## config.mk

```make
export PLATFORM = sky130hd
export DESIGN_NAME = at_response_framer_top_flat
export DESIGN_NICKNAME = d
export VERILOG_FILES = /design/src/rtl/atrf_pkg.sv /design/src/rtl/atrf_stream_if.sv /design/src/rtl/atrf_in_stage.sv /design/src/rtl/atrf_core.sv /design/src/rtl/at_response_framer_top.sv /design/src/flat_wrapper.sv
export SDC_FILE = /design/constraint.sdc
export NUM_CORES = 1
export LEC_CHECK = 0
export BUFFER_PORTS_ARGS = -buffer_cell sky130_fd_sc_hd__buf_4
export CELL_PAD_IN_SITES_DETAIL_PLACEMENT = 0
export CELL_PAD_IN_SITES_GLOBAL_PLACEMENT = 1
export CORE_MARGIN = 1
export CORE_UTILIZATION = 27
export DETAILED_ROUTE_END_ITERATION = 7
export PLACE_DENSITY = 0.55
export RECOVER_POWER = 50
export SETUP_SLACK_MARGIN = 0.5
export SYNTH_ARGS = -nofsm -noshare
export SYNTH_HDL_FRONTEND = slang
export SYNTH_SLANG_ARGS = --single-unit
```

## constraint.sdc

```tcl
create_clock -name i_clk -period 3.2 [get_ports i_clk]
set_clock_uncertainty 0.05 [all_clocks]
set_input_delay 0.16 -clock i_clk [delete_from_list [all_inputs] [get_ports i_clk]]
set_output_delay 0.16 -clock i_clk [all_outputs]
set_load 0.1 [all_outputs]
```

## src/rtl/atrf_pkg.sv

```systemverilog
// atrf_pkg: shared types, codes and character constants of the AT response framer
// depends on nothing; used by atrf_in_stage, atrf_core, the top and the bench
`timescale 1ns / 1ps

package atrf_pkg;

    localparam int BODY_LIMIT_DEF = 2048;
    localparam int RX_BYTE_W      = 8;
    localparam int BODY_INDEX_W   = 11;

    typedef logic [RX_BYTE_W-1:0] t_byte;

    typedef enum logic [2:0] {
        EV_IGNORED  = 3'd0,
        EV_HEAD     = 3'd1,
        EV_OK       = 3'd2,
        EV_ERR      = 3'd3,
        EV_UNKNOWN  = 3'd4,
        EV_BODY     = 3'd5,
        EV_DONE     = 3'd6,
        EV_OVERFLOW = 3'd7
    } t_event;

    localparam t_byte SYNC_CHAR = 8'h2B;
    localparam t_byte CH_CR     = 8'h0D;
    localparam t_byte CH_LF     = 8'h0A;

    // input item as held in the input register
    typedef struct packed {
        logic  valid;
        t_byte rx_byte;
    } t_item;

    typedef struct packed {
        t_event                  event_res;
        t_byte                   body_byte;
        logic [BODY_INDEX_W-1:0] body_index;
        logic                    response_ok;
    } t_result;

    localparam int RESULT_W = $bits(t_result);

    // "OK" by header position
    function automatic t_byte ok_char(input logic pos);
        t_byte c;
        c = pos ? 8'h4B : 8'h4F;
        return c;
    endfunction

    // "ERR" by header position
    function automatic t_byte err_char(input logic [1:0] pos);
        t_byte c;
        case (pos)
            2'd0:    c = 8'h45;
            2'd1:    c = 8'h52;
            2'd2:    c = 8'h52;
            default: c = 8'h45;
        endcase
        return c;
    endfunction

endpackage

```

## src/rtl/atrf_stream_if.sv

```systemverilog
// atrf_stream_if: valid/ready stream channel with a flat payload vector
// no dependencies
`timescale 1ns / 1ps

interface atrf_stream_if #(
    parameter int W = 8
) ();
    logic         valid;
    logic         ready;
    logic [W-1:0] data;

    modport source (output valid, output data, input ready);
    modport sink   (input valid, input data, output ready);
endinterface

```

## src/rtl/atrf_in_stage.sv

```systemverilog
// atrf_in_stage: input register of the framer, one byte deep
// depends on atrf_pkg
`timescale 1ns / 1ps

module atrf_in_stage (
    input  logic                  i_clk,
    input  logic                  i_rst_n,
    input  logic                  i_valid,
    input  atrf_pkg::t_byte       i_rx_byte,
    input  logic                  i_take,
    output logic                  o_ready,
    output atrf_pkg::t_item       o_item
);
    import atrf_pkg::*;

    logic  r_valid;
    t_byte r_rx_byte;

    assign o_ready = !r_valid || i_take;

    always_ff @(posedge i_clk) begin
        if (!i_rst_n) begin
            r_valid <= 1'b0;
        end else if (o_ready) begin
            r_valid <= i_valid;
        end
    end

    always_ff @(posedge i_clk) begin
        if (o_ready && i_valid) begin
            r_rx_byte <= i_rx_byte;
        end
    end

    assign o_item = '{valid: r_valid, rx_byte: r_rx_byte};

endmodule

```

## src/rtl/atrf_core.sv

```systemverilog
// atrf_core: framer state, per-byte event logic and the result register
// depends on atrf_pkg
`timescale 1ns / 1ps

module atrf_core #(
    parameter int BODY_LIMIT = atrf_pkg::BODY_LIMIT_DEF
) (
    input  logic              i_clk,
    input  logic              i_rst_n,
    input  atrf_pkg::t_item   i_item,
    input  logic              i_ready,
    output logic              o_take,
    output logic              o_valid,
    output atrf_pkg::t_result o_result
);
    import atrf_pkg::*;

    localparam int CW = $clog2(BODY_LIMIT);
    localparam logic [CW-1:0] LAST_IDX = CW'(BODY_LIMIT - 1);

    typedef enum logic [1:0] {
        PH_IDLE = 2'd0,
        PH_HEAD = 2'd1,
        PH_BODY = 2'd2
    } t_phase;

    t_phase        r_phase, n_phase;
    logic [1:0]    r_hdr_cnt, n_hdr_cnt;
    logic          r_ok_alive, n_ok_alive;
    logic          r_err_alive, n_err_alive;
    logic [1:0]    r_term, n_term;
    logic [CW-1:0] r_body_cnt, n_body_cnt;
    logic          r_ok_flag, n_ok_flag;
    logic          r_out_valid;
    t_result       r_out, n_out;

    t_byte                      w_b;
    logic                       w_ok_m;
    logic                       w_err_m;
    logic [1:0]                 w_p;
    logic                       w_done;
    logic [CW+BODY_INDEX_W-1:0] w_idx_ext;
    logic                       w_fire;

    assign o_take    = !r_out_valid || i_ready;
    assign w_fire    = i_item.valid && o_take;
    assign w_b       = i_item.rx_byte;
    assign w_idx_ext = {{BODY_INDEX_W{1'b0}}, r_body_cnt};

    always_comb begin
        n_phase     = r_phase;
        n_hdr_cnt   = r_hdr_cnt;
        n_ok_alive  = r_ok_alive;
        n_err_alive = r_err_alive;
        n_term      = r_term;
        n_body_cnt  = r_body_cnt;
        n_ok_flag   = r_ok_flag;
        n_out       = '{event_res: EV_IGNORED, body_byte: '0, body_index: '0,
                        response_ok: 1'b0};
        w_ok_m      = r_ok_alive && (r_hdr_cnt < 2'd2) && (w_b == ok_char(r_hdr_cnt[0]));
        w_err_m     = r_err_alive && (r_hdr_cnt < 2'd3) && (w_b == err_char(r_hdr_cnt));
        w_p         = r_term;
        w_done      = 1'b0;

        case (r_phase)
            PH_HEAD: begin
                if (w_ok_m && r_hdr_cnt == 2'd1) begin
                    n_out.event_res = EV_OK;
                    n_ok_flag       = 1'b1;
                    n_phase         = PH_BODY;
                    n_hdr_cnt       = '0;
                    n_ok_alive      = 1'b1;
                    n_err_alive     = 1'b1;
                    n_term          = '0;
                    n_body_cnt      = '0;
                end else if (w_err_m && r_hdr_cnt == 2'd2) begin
                    n_out.event_res = EV_ERR;
                    n_ok_flag       = 1'b0;
                    n_phase         = PH_BODY;
                    n_hdr_cnt       = '0;
                    n_ok_alive      = 1'b1;
                    n_err_alive     = 1'b1;
                    n_term          = '0;
                    n_body_cnt      = '0;
                end else if (!w_ok_m && !w_err_m) begin
                    n_out.event_res = EV_UNKNOWN;
                    n_ok_flag       = 1'b0;
                    n_phase         = PH_IDLE;
                    n_hdr_cnt       = '0;
                    n_ok_alive      = 1'b1;
                    n_err_alive     = 1'b1;
                    n_term          = '0;
                    n_body_cnt      = '0;
                end else begin
                    n_out.event_res = EV_HEAD;
                    n_ok_alive      = w_ok_m;
                    n_err_alive     = w_err_m;
                    n_hdr_cnt       = r_hdr_cnt + 2'd1;
                end
            end
            PH_BODY: begin
                // running match of cr lf cr lf
                if (w_b == (r_term[0] ? CH_LF : CH_CR)) begin
                    if (r_term == 2'd3) begin
                        w_done = 1'b1;
                    end else begin
                        w_p = r_term + 2'd1;
                    end
                end else begin
                    w_p = (w_b == CH_CR) ? 2'd1 : 2'd0;
                end
                if (w_done) begin
                    n_out.event_res  = EV_DONE;
                    n_out.body_byte  = w_b;
                    n_out.body_index = w_idx_ext[BODY_INDEX_W-1:0];
                    n_phase          = PH_IDLE;
                    n_term           = '0;
                    n_body_cnt       = '0;
                end else if (r_body_cnt == LAST_IDX) begin
                    n_out.event_res = EV_OVERFLOW;
                    n_phase         = PH_IDLE;
                    n_term          = '0;
                    n_body_cnt      = '0;
                end else begin
                    n_out.event_res  = EV_BODY;
                    n_out.body_byte  = w_b;
                    n_out.body_index = w_idx_ext[BODY_INDEX_W-1:0];
                    n_term           = w_p;
                    n_body_cnt       = r_body_cnt + CW'(1);
                end
            end
            default: begin
                // idle and the unused phase code
                n_out.event_res = (w_b == SYNC_CHAR) ? EV_HEAD : EV_IGNORED;
                n_phase         = (w_b == SYNC_CHAR) ? PH_HEAD : PH_IDLE;
                n_hdr_cnt       = '0;
                n_ok_alive      = 1'b1;
                n_err_alive     = 1'b1;
                n_term          = '0;
                n_body_cnt      = '0;
            end
        endcase

        n_out.response_ok = n_ok_flag;
    end

    always_ff @(posedge i_clk) begin
        if (!i_rst_n) begin
            r_phase     <= PH_IDLE;
            r_hdr_cnt   <= '0;
            r_ok_alive  <= 1'b1;
            r_err_alive <= 1'b1;
            r_term      <= '0;
            r_body_cnt  <= '0;
            r_ok_flag   <= 1'b0;
            r_out_valid <= 1'b0;
        end else begin
            if (w_fire) begin
                r_phase     <= n_phase;
                r_hdr_cnt   <= n_hdr_cnt;
                r_ok_alive  <= n_ok_alive;
                r_err_alive <= n_err_alive;
                r_term      <= n_term;
                r_body_cnt  <= n_body_cnt;
                r_ok_flag   <= n_ok_flag;
            end
            if (o_take) begin
                r_out_valid <= i_item.valid;
            end
        end
    end

    always_ff @(posedge i_clk) begin
        if (w_fire) begin
            r_out <= n_out;
        end
    end

    assign o_valid  = r_out_valid;
    assign o_result = r_out;

endmodule

```

## src/rtl/at_response_framer_top.sv

```systemverilog
// at_response_framer_top: AT response framer, byte in, one event out per byte
// depends on atrf_pkg, atrf_stream_if, atrf_in_stage and atrf_core
`timescale 1ns / 1ps

// Each received byte gives exactly one result. A taken byte sits in the input register
// and passes through the event logic into the result register once the core takes it,
// which waits while a result is held and not taken. A new byte is taken every cycle as long
// as results are taken; the result register and input register together hold two
// bytes when the output stalls. The result word packs event_res, body_byte, body_index
// and response_ok from the most significant end. BODY_LIMIT sets the body
// byte count that raises an overflow; body_index carries the low 11 bits of
// the position.
module at_response_framer_top #(
    parameter int BODY_LIMIT = atrf_pkg::BODY_LIMIT_DEF
) (
    input  logic         i_clk,
    input  logic         i_rst_n,
    atrf_stream_if.sink   i_rx,
    atrf_stream_if.source o_res
);
    import atrf_pkg::*;

    t_item   w_item;
    logic    w_take;
    logic    w_out_valid;
    t_result w_result;

    atrf_in_stage u_in_stage (
        .i_clk     (i_clk),
        .i_rst_n   (i_rst_n),
        .i_valid   (i_rx.valid),
        .i_rx_byte (i_rx.data[RX_BYTE_W-1:0]),
        .i_take    (w_take),
        .o_ready   (i_rx.ready),
        .o_item    (w_item)
    );

    atrf_core #(
        .BODY_LIMIT (BODY_LIMIT)
    ) u_core (
        .i_clk    (i_clk),
        .i_rst_n  (i_rst_n),
        .i_item   (w_item),
        .i_ready  (o_res.ready),
        .o_take   (w_take),
        .o_valid  (w_out_valid),
        .o_result (w_result)
    );

    assign o_res.valid = w_out_valid;
    assign o_res.data  = w_result;

    // a held byte that the core takes shows up as a result next cycle
    a_take_to_result: assert property (@(posedge i_clk) disable iff (!i_rst_n)
        (w_item.valid && w_take) |=> w_out_valid)
        else $error("taken byte produced no result");

    // header events fix the ok flag
    a_ok_flag: assert property (@(posedge i_clk) disable iff (!i_rst_n)
        (w_out_valid && w_result.event_res == EV_OK) |-> w_result.response_ok)
        else $error("ok header without ok flag");

    a_not_ok_flag: assert property (@(posedge i_clk) disable iff (!i_rst_n)
        (w_out_valid && (w_result.event_res == EV_ERR ||
                         w_result.event_res == EV_UNKNOWN)) |-> !w_result.response_ok)
        else $error("err or unknown header with ok flag set");

    // only body and complete events carry byte and index
    a_quiet_payload: assert property (@(posedge i_clk) disable iff (!i_rst_n)
        (w_out_valid && w_result.event_res != EV_BODY && w_result.event_res != EV_DONE)
        |-> (w_result.body_byte == '0 && w_result.body_index == '0))
        else $error("non-body event carries body data");

endmodule

```

## src/flat_wrapper.sv

```systemverilog
// flat-port wrapper written by rule: the top's interface ports become plain ports
module at_response_framer_top_flat import atrf_pkg::*;
#(
    parameter int BODY_LIMIT = atrf_pkg::BODY_LIMIT_DEF
)
  (i_clk, i_rst_n, i_rx_valid, i_rx_data, i_rx_ready, o_res_valid, o_res_data, o_res_ready);
  atrf_stream_if #(.W(RX_BYTE_W)) i_rx_i ();
  atrf_stream_if #(.W(RESULT_W)) o_res_i ();
  input  logic i_clk;
  input  logic i_rst_n;
  input wire logic [$bits(i_rx_i.valid)-1:0] i_rx_valid;
  input wire logic [$bits(i_rx_i.data)-1:0] i_rx_data;
  output wire logic [$bits(i_rx_i.ready)-1:0] i_rx_ready;
  output wire logic [$bits(o_res_i.valid)-1:0] o_res_valid;
  output wire logic [$bits(o_res_i.data)-1:0] o_res_data;
  input wire logic [$bits(o_res_i.ready)-1:0] o_res_ready;
  assign i_rx_i.valid = i_rx_valid;
  assign i_rx_i.data = i_rx_data;
  assign i_rx_ready = i_rx_i.ready;
  assign o_res_valid = o_res_i.valid;
  assign o_res_data = o_res_i.data;
  assign o_res_i.ready = o_res_ready;
  at_response_framer_top #(.BODY_LIMIT(BODY_LIMIT)) u_core (.i_clk(i_clk), .i_rst_n(i_rst_n), .i_rx(i_rx_i), .o_res(o_res_i));
endmodule
```

==> results of run 1 <==
[worst max-delay path, cell delays in order (launching register included)]
cell	delay, ns
dfxtp_1	0.34
nor2b_1	0.28
nand2b_1	0.15
clkbuf_1	0.66
clkinv_1	0.33
buf_4	0.35
nand3_2	0.18
o22ai_1	0.10
[registers in the layout, indices dropped and copies added (netlist names)]
signal / count
u_core.u_core.o_result: 23
u_core.u_core.r_body_cnt: 11
u_core.u_in_stage.r_rx_byte: 8
u_core.u_core.r_hdr_cnt: 2
u_core.u_core.r_phase: 2
u_core.u_core.r_term: 2
u_core.u_core.o_valid: 1
u_core.u_core.r_err_alive: 1
u_core.u_core.r_ok_alive: 1
u_core.u_core.r_ok_flag: 1
u_core.u_in_stage.r_valid: 1
[stage by stage]
step,worst slack (ns),cells,total power [mW]
floorplan,0.777,240,0.899
global placement,1.02,399,0.944
detailed placement,0.975,399,0.945
CTS,0.964,415,1.33
global route,0.384,415,1.35
finish,0.648,415,1.29
[per-layer routing]
layer / global-route usage / vias to the layer above / share of wire
met2: 0.215 / 27 / 0.49
li1: - / 977 / -
met3: 0.0230 / 4 / 0.027
met4: 0.0424 / 0 / 0.0098
met1: 0.165 / 938 / 0.47
met5: 0 / - / 0
[cell type report]
class	instances	area, um2
Multi-Input combinational cell	166	1140
Sequential cell	53	1370
Clock inverter	2	10.0
Tap cell	129	161
Timing Repair Buffer	46	268
Fill cell	1015	6210
Clock buffer	6	72.6
Inverter	13	48.8
[final timing paths]
kind                            cells after the start                                        to
worst min-delay path                                3    u_core.u_in_stage.r_valid$_SDFFE_PN0N_
worst min register to register                      2     u_core.u_core.r_phase[1]$_SDFFE_PN0P_
worst max register to register                      7  u_core.u_core.r_body_cnt[9]$_SDFFE_PN0P_
worst max-delay path                                7  u_core.u_core.r_body_cnt[9]$_SDFFE_PN0P_
[placed cells by master (no fill, tap or decap), types with 8 or more instances in the layout]
cell	instances
and2_1	20
a211oi_1	8
clkbuf_1	27
edfxtp_1	31
nand2_1	28
inv_1	12
nor2_1	9
dfxtp_1	22
or3_1	8
dlygate4sd3_1	8
o22ai_1	10
a21oi_1	8
clkbuf_4	8
[timing repair]
item | 4_1_cts | 5_1_grt
buffers inserted | 0 | 0
gates resized for setup | 0 | 0
hold buffers | 8 | 0
hold endpoints to repair | 8 | 0
[logic make-up (layout without fill, tap and decap cells)]
logic type	after synthesis	count (layout)	synth area share
flops	53	53	0.527
compound gates	47	47	0.143
simple gates	109	109	0.249
xor+xnor	1	1	0.00336
fa+ha+maj	7	7	0.0336
buf+inv	21	67	0.0365
mux	2	2	0.00769
[power by group through the flow]
| stage | registers [mW] | logic (mW) | clock network, mW |
|---|---|---|---|
| after global placement | 0.769 | 0.176 | 0 |
| after global routing | 0.756 | 0.178 | 0.417 |
| after floorplan | 0.861 | 0.0382 | 0 |
| final | 0.752 | 0.170 | 0.368 |
| after detailed placement | 0.769 | 0.176 | 0 |
| after CTS | 0.753 | 0.184 | 0.394 |
[cells in the mapped netlist (all sizes together), types with 7 or more instances]
cell type and count:
ha 7, or3 8, a211oi 9, nand2 28, and2 21, o22ai 10
edfxtp 31, nand3 7, nor2 9, inv 12, dfxtp 22, a21oi 8
==> metrics.txt, run 1 <==
max-cap violation count 0; hpwl dp just over 4 mm; internal power between 0.9 and 1 mW; die area approximately 10,000 um2; flops & latches, synth 53; Yosys top cell area share 0.358; Placement Rows 35; setup TNS 0 ns; Crit. End Element flip-flop; Syn Std Cell Area 2600 um2; Num CTS Buffers 5; DR iter-0 viols 52; final hold slack 0.0290 ns; grt ovf 0; via density per instance ~4.7; status finished, final reports clean; Mapped Nets 259; initial antenna violation count 0; internal reg-to-reg setup slack around 0.65 ns; Flop pwr share 0.583; YS warnings 0; slew of the pin with the lowest slew margin approximately 1.2 ns; beginning of the critical path u_core.u_core.o_valid$_SDFFE_PN0P_; Slew headroom 0.220; ant diodes 0; first-pass GRT wire length 9.95 mm; fin. max-slew vios 0; final net count roughly 300; Clock power frac 0.285; Yosys cell types 51; maximum vdd drop 0.147 mV; CP Class reg -> reg; Mapped Cells 240; vias in the first global route ~2,000; Final Cycle Share 0.797; Placer Congestion 0.770; power share of the combinational group 0.131; Fin. Hold Viols 0; clock-pin slew on the worst setup and hold paths 0.10 ns; root buffer cell clkbuf_8; DR vias 1,946; port bufs 36; Arrival @ worst endpoint 2.70 ns; reg2reg start u_core.u_core.o_valid$_SDFFE_PN0P_; number of synthesized flops with an enable pin 31; Core Region 9280 um2; final wirelength about 5.9 mm; fraction of registers with async set/reset 0; sw power ~0.36 mW; Final setup viols 0; Pre-Repair DR Iteration Count 4; CTS tree built; Crit path required time about 3.4 ns; Initial Util 0.280; Ports 37; maximum number of pins on one net before global-route repair 29; Synth area leader edfxtp_1; Hold Crit Start i_rx_valid; Tmin final roughly 2.6 ns; Residual DRC 0; dpl cell area about 3000 um2; total track usage 0.128; antenna-violating nets left 0; crit start category flip-flop; register area share after synthesis 0.527; Switching Share 0.283; dominant cells by area after synthesis edfxtp_1, dfxtp_1, and2_1; unrepaired setup endpoints after global routing false; commonest register cell after synthesis edfxtp_1; FMAX 392 MHz; worst skew pair latency 0.30 ns; routed len/inst 14.2 um; share of post-route cells with drive strength above 1 0.129; die width 100 um; post-route design area 3070 um2; Pleak 0.976 nW; clock buffer depth 2; Clock Sinks 53; Final Util 0.331; min-delay worst type in -> reg; Max H-tree Level 2; power per cell area around 420 nW/um2; P&R area growth vs syn 17.9%; Avg Inst Size Synth 10.8 um2; Die Y 100 um; worst-path fanout max 28
Note: power is estimated with default switching activity, not from simulation.
==> run 2, diff against run 1 <==
--- a/config.mk
+++ b/config.mk
@@ -5,13 +5,14 @@
 export SDC_FILE = /design/constraint.sdc
 export NUM_CORES = 1
 export LEC_CHECK = 0
+export ABC_AREA = 1
 export BUFFER_PORTS_ARGS = -buffer_cell sky130_fd_sc_hd__buf_4
 export CELL_PAD_IN_SITES_DETAIL_PLACEMENT = 0
 export CELL_PAD_IN_SITES_GLOBAL_PLACEMENT = 1
 export CORE_MARGIN = 1
 export CORE_UTILIZATION = 27
 export DETAILED_ROUTE_END_ITERATION = 7
-export PLACE_DENSITY = 0.55
+export PLACE_DENSITY = 0.58
 export RECOVER_POWER = 50
 export SETUP_SLACK_MARGIN = 0.5
 export SYNTH_ARGS = -nofsm -noshare
==> constraint.sdc (replaced) <==
create_clock -name i_clk -period 2.37 [get_ports i_clk]
set_clock_uncertainty 0.05 [all_clocks]
set_input_delay 0.1185 -clock i_clk [delete_from_list [all_inputs] [get_ports i_clk]]
set_output_delay 0.1185 -clock i_clk [all_outputs]
set_load 0.1 [all_outputs]
==> metrics.txt, run 2 <==
max-cap violation count 0; total track usage 0.150; Num CTS Buffers 5; via density per instance 4.46; FMAX 526 MHz; fraction of registers with async set/reset 0; hpwl dp ~5.0 mm; pre-CTS WS 0.212 ns; share of post-route cells with drive strength above 1 0.272; first-pass GRT wire length 12.0 mm; port bufs 36; Pleak 1.36 nW; routed len/inst approximately 14 um; antenna-violating nets left 0; Syn Std Cell Area around 2700 um2; Die Y 102 um; Avg Inst Size Synth 8.07 um2; setup TNS 0 ns; Arrival @ worst endpoint 2.00 ns; internal reg-to-reg setup slack around 0.47 ns; Synth area leader edfxtp_1; Max H-tree Level 2; most common cell in the netlist nand2_1; most frequent cells in the layout nand2_1, inv_1, nor2_1, edfxtp_1, clkbuf_1; die area ~11,000 um2; slew of the pin with the lowest slew margin approximately 1.2 ns; Core Region 9770 um2; Mapped Cells 338; final hold slack approximately 0.038 ns; final wirelength 7.37 mm; maximum vdd drop 0.238 mV; most common cell after layout, fill and taps aside nand2_1; Ports 37; die width 102 um; Slew headroom 0.222; clock-pin slew on the worst setup and hold paths around 0.10 ns; YS warnings 0; DR vias 2,433; vias in the first global route between 2,000 and 2,500; crit start category flip-flop; grt ovf 0; GR Util met2 0.258; Tmin final ~1.9 ns; Final Power 1.94 mW; clock buffer depth 2; register area share after synthesis 0.503; Residual DRC 0; commonest register cell after synthesis edfxtp_1; CP Class reg -> reg; power per cell area between 500 and 600 nW/um2; worst skew pair latency 0.31 ns; root buffer cell clkbuf_8; max FFs per register 23; Mapped Nets 357; Clock Sinks 53; Fin. Hold Viols 0; Pre-Repair DR Iteration Count 4; Placement Rows 36; dominant cells by area after synthesis edfxtp_1, dfxtp_1, nand2_1; fin. max-slew vios 0; Yosys top cell area share 0.341; Crit. End Element flip-flop; Yosys cell types 28; status finished, final reports clean; Final Util 0.376; min-delay worst type in -> reg; Placer Congestion approximately 0.76; ant diodes 0; DR iter-0 viols 102; worst-path fanout max 7; grt met3 use 0.0239; final setup margin about 0.47 ns; Initial Util 0.279; Final Cycle Share 0.802; met1 GRT Util 0.195; flops & latches, synth 53; initial antenna violation count 0; unrepaired setup endpoints after global routing true; GR peak layer met2; Commonest cells post-synth nand2_1, nor2_1, inv_1, edfxtp_1, nand3_1; Final setup viols 0; number of synthesized flops with an enable pin 31; final net count 430; CTS tree built; maximum number of pins on one net before global-route repair 30; P&R area growth vs syn 34.8%; Crit path required time around 2.5 ns
run 2: changes by cell type after synthesis, sizes merged, moves of 4 or more:
cell | previous run | this run
nor2 | 9 | 55
o22ai | 10 | 1
a211oi | 9 | 0
inv | 12 | 48
o21ai | 6 | 10
a21oi | 8 | 16
nand2 | 28 | 81
nand3 | 7 | 27
nor3 | 3 | 15
or2 | 4 | 0
and2 | 21 | 0
o32ai | 4 | 0
or3 | 8 | 0
run 2: what timing repair did:
item	CTS	global route
endpoints found under the hold margin	9	0
cloned	2	0
hold buffers	9	0
setup endpoints to repair	32	31
pin swaps	6	15
setup buffers	11	10
resized for setup	22	54
run 2: cell families (layout without fill, tap and decap cells):
family,count (synthesis),in the layout,synth area share
AOI/OAI and AO/OA,30,30,0.0629
xor gates and xnor gates,3,3,0.00964
DFF,53,53,0.503
adders and majority gates,7,7,0.0321
buffers and inverters,58,131,0.0867
and+or+nand+nor,187,188,0.306
run 2: routing by layer:
layer,vias up,routed length [um]
met4,0,57
met3,5,261
met1,1150,3510
li1,1236,-
met2,42,3540
met5,-,0
run 2: area by class of cell:
| type | instances | area (um2) |
|---|---|---|
| inverters | 49 | 198 |
| clock inverters | 3 | 21.3 |
| clock buffers | 5 | 68.8 |
| repair buffers | 73 | 493 |
| flip-flops and latches | 53 | 1380 |
| repair inverters | 1 | 5.00 |
| well taps | 133 | 166 |
| fillers | 1075 | 6100 |
| multi-input cells | 228 | 1350 |
run 2: power breakdown:
part	switching, mW	internal (mW)
registers	0.0225	1.02
clock network	0.316	0.211
logic	0.282	0.0892
run 2: path summary, 6_finish.rpt:
path,end,start,cells past startpoint
setup / recovery,u_core.u_core.o_result[6]$_SDFFCE_PN0P_,u_core.u_in_stage.r_rx_byte[6]$_DFFE_PP_,9
hold / removal,u_core.u_in_stage.r_valid$_SDFFE_PN0N_,i_rx_valid,3
hold reg to reg,u_core.u_core.r_term[1]$_SDFFE_PN0P_,u_core.u_core.r_term[1]$_SDFFE_PN0P_,2
setup reg to reg,u_core.u_core.o_result[6]$_SDFFCE_PN0P_,u_core.u_in_stage.r_rx_byte[6]$_DFFE_PP_,9
run 2: critical path, cell delays in order, from the launching register on:
cell,delay [ns]
edfxtp_1,0.42
buf_4,0.15
nor2_1,0.18
nand2_2,0.10
inv_1,0.06
nand3_1,0.08
buf_6,0.13
nand2_4,0.07
clkinvlp_2,0.27
nor3_1,0.22
run 2: stage by stage:
step                instance area (um2)  cells
floorplan                          2740    338
global placement                   3190    505
detailed placement                 3190    505
CTS                                3550    535
global route                       3680    545
finish                             3680    545
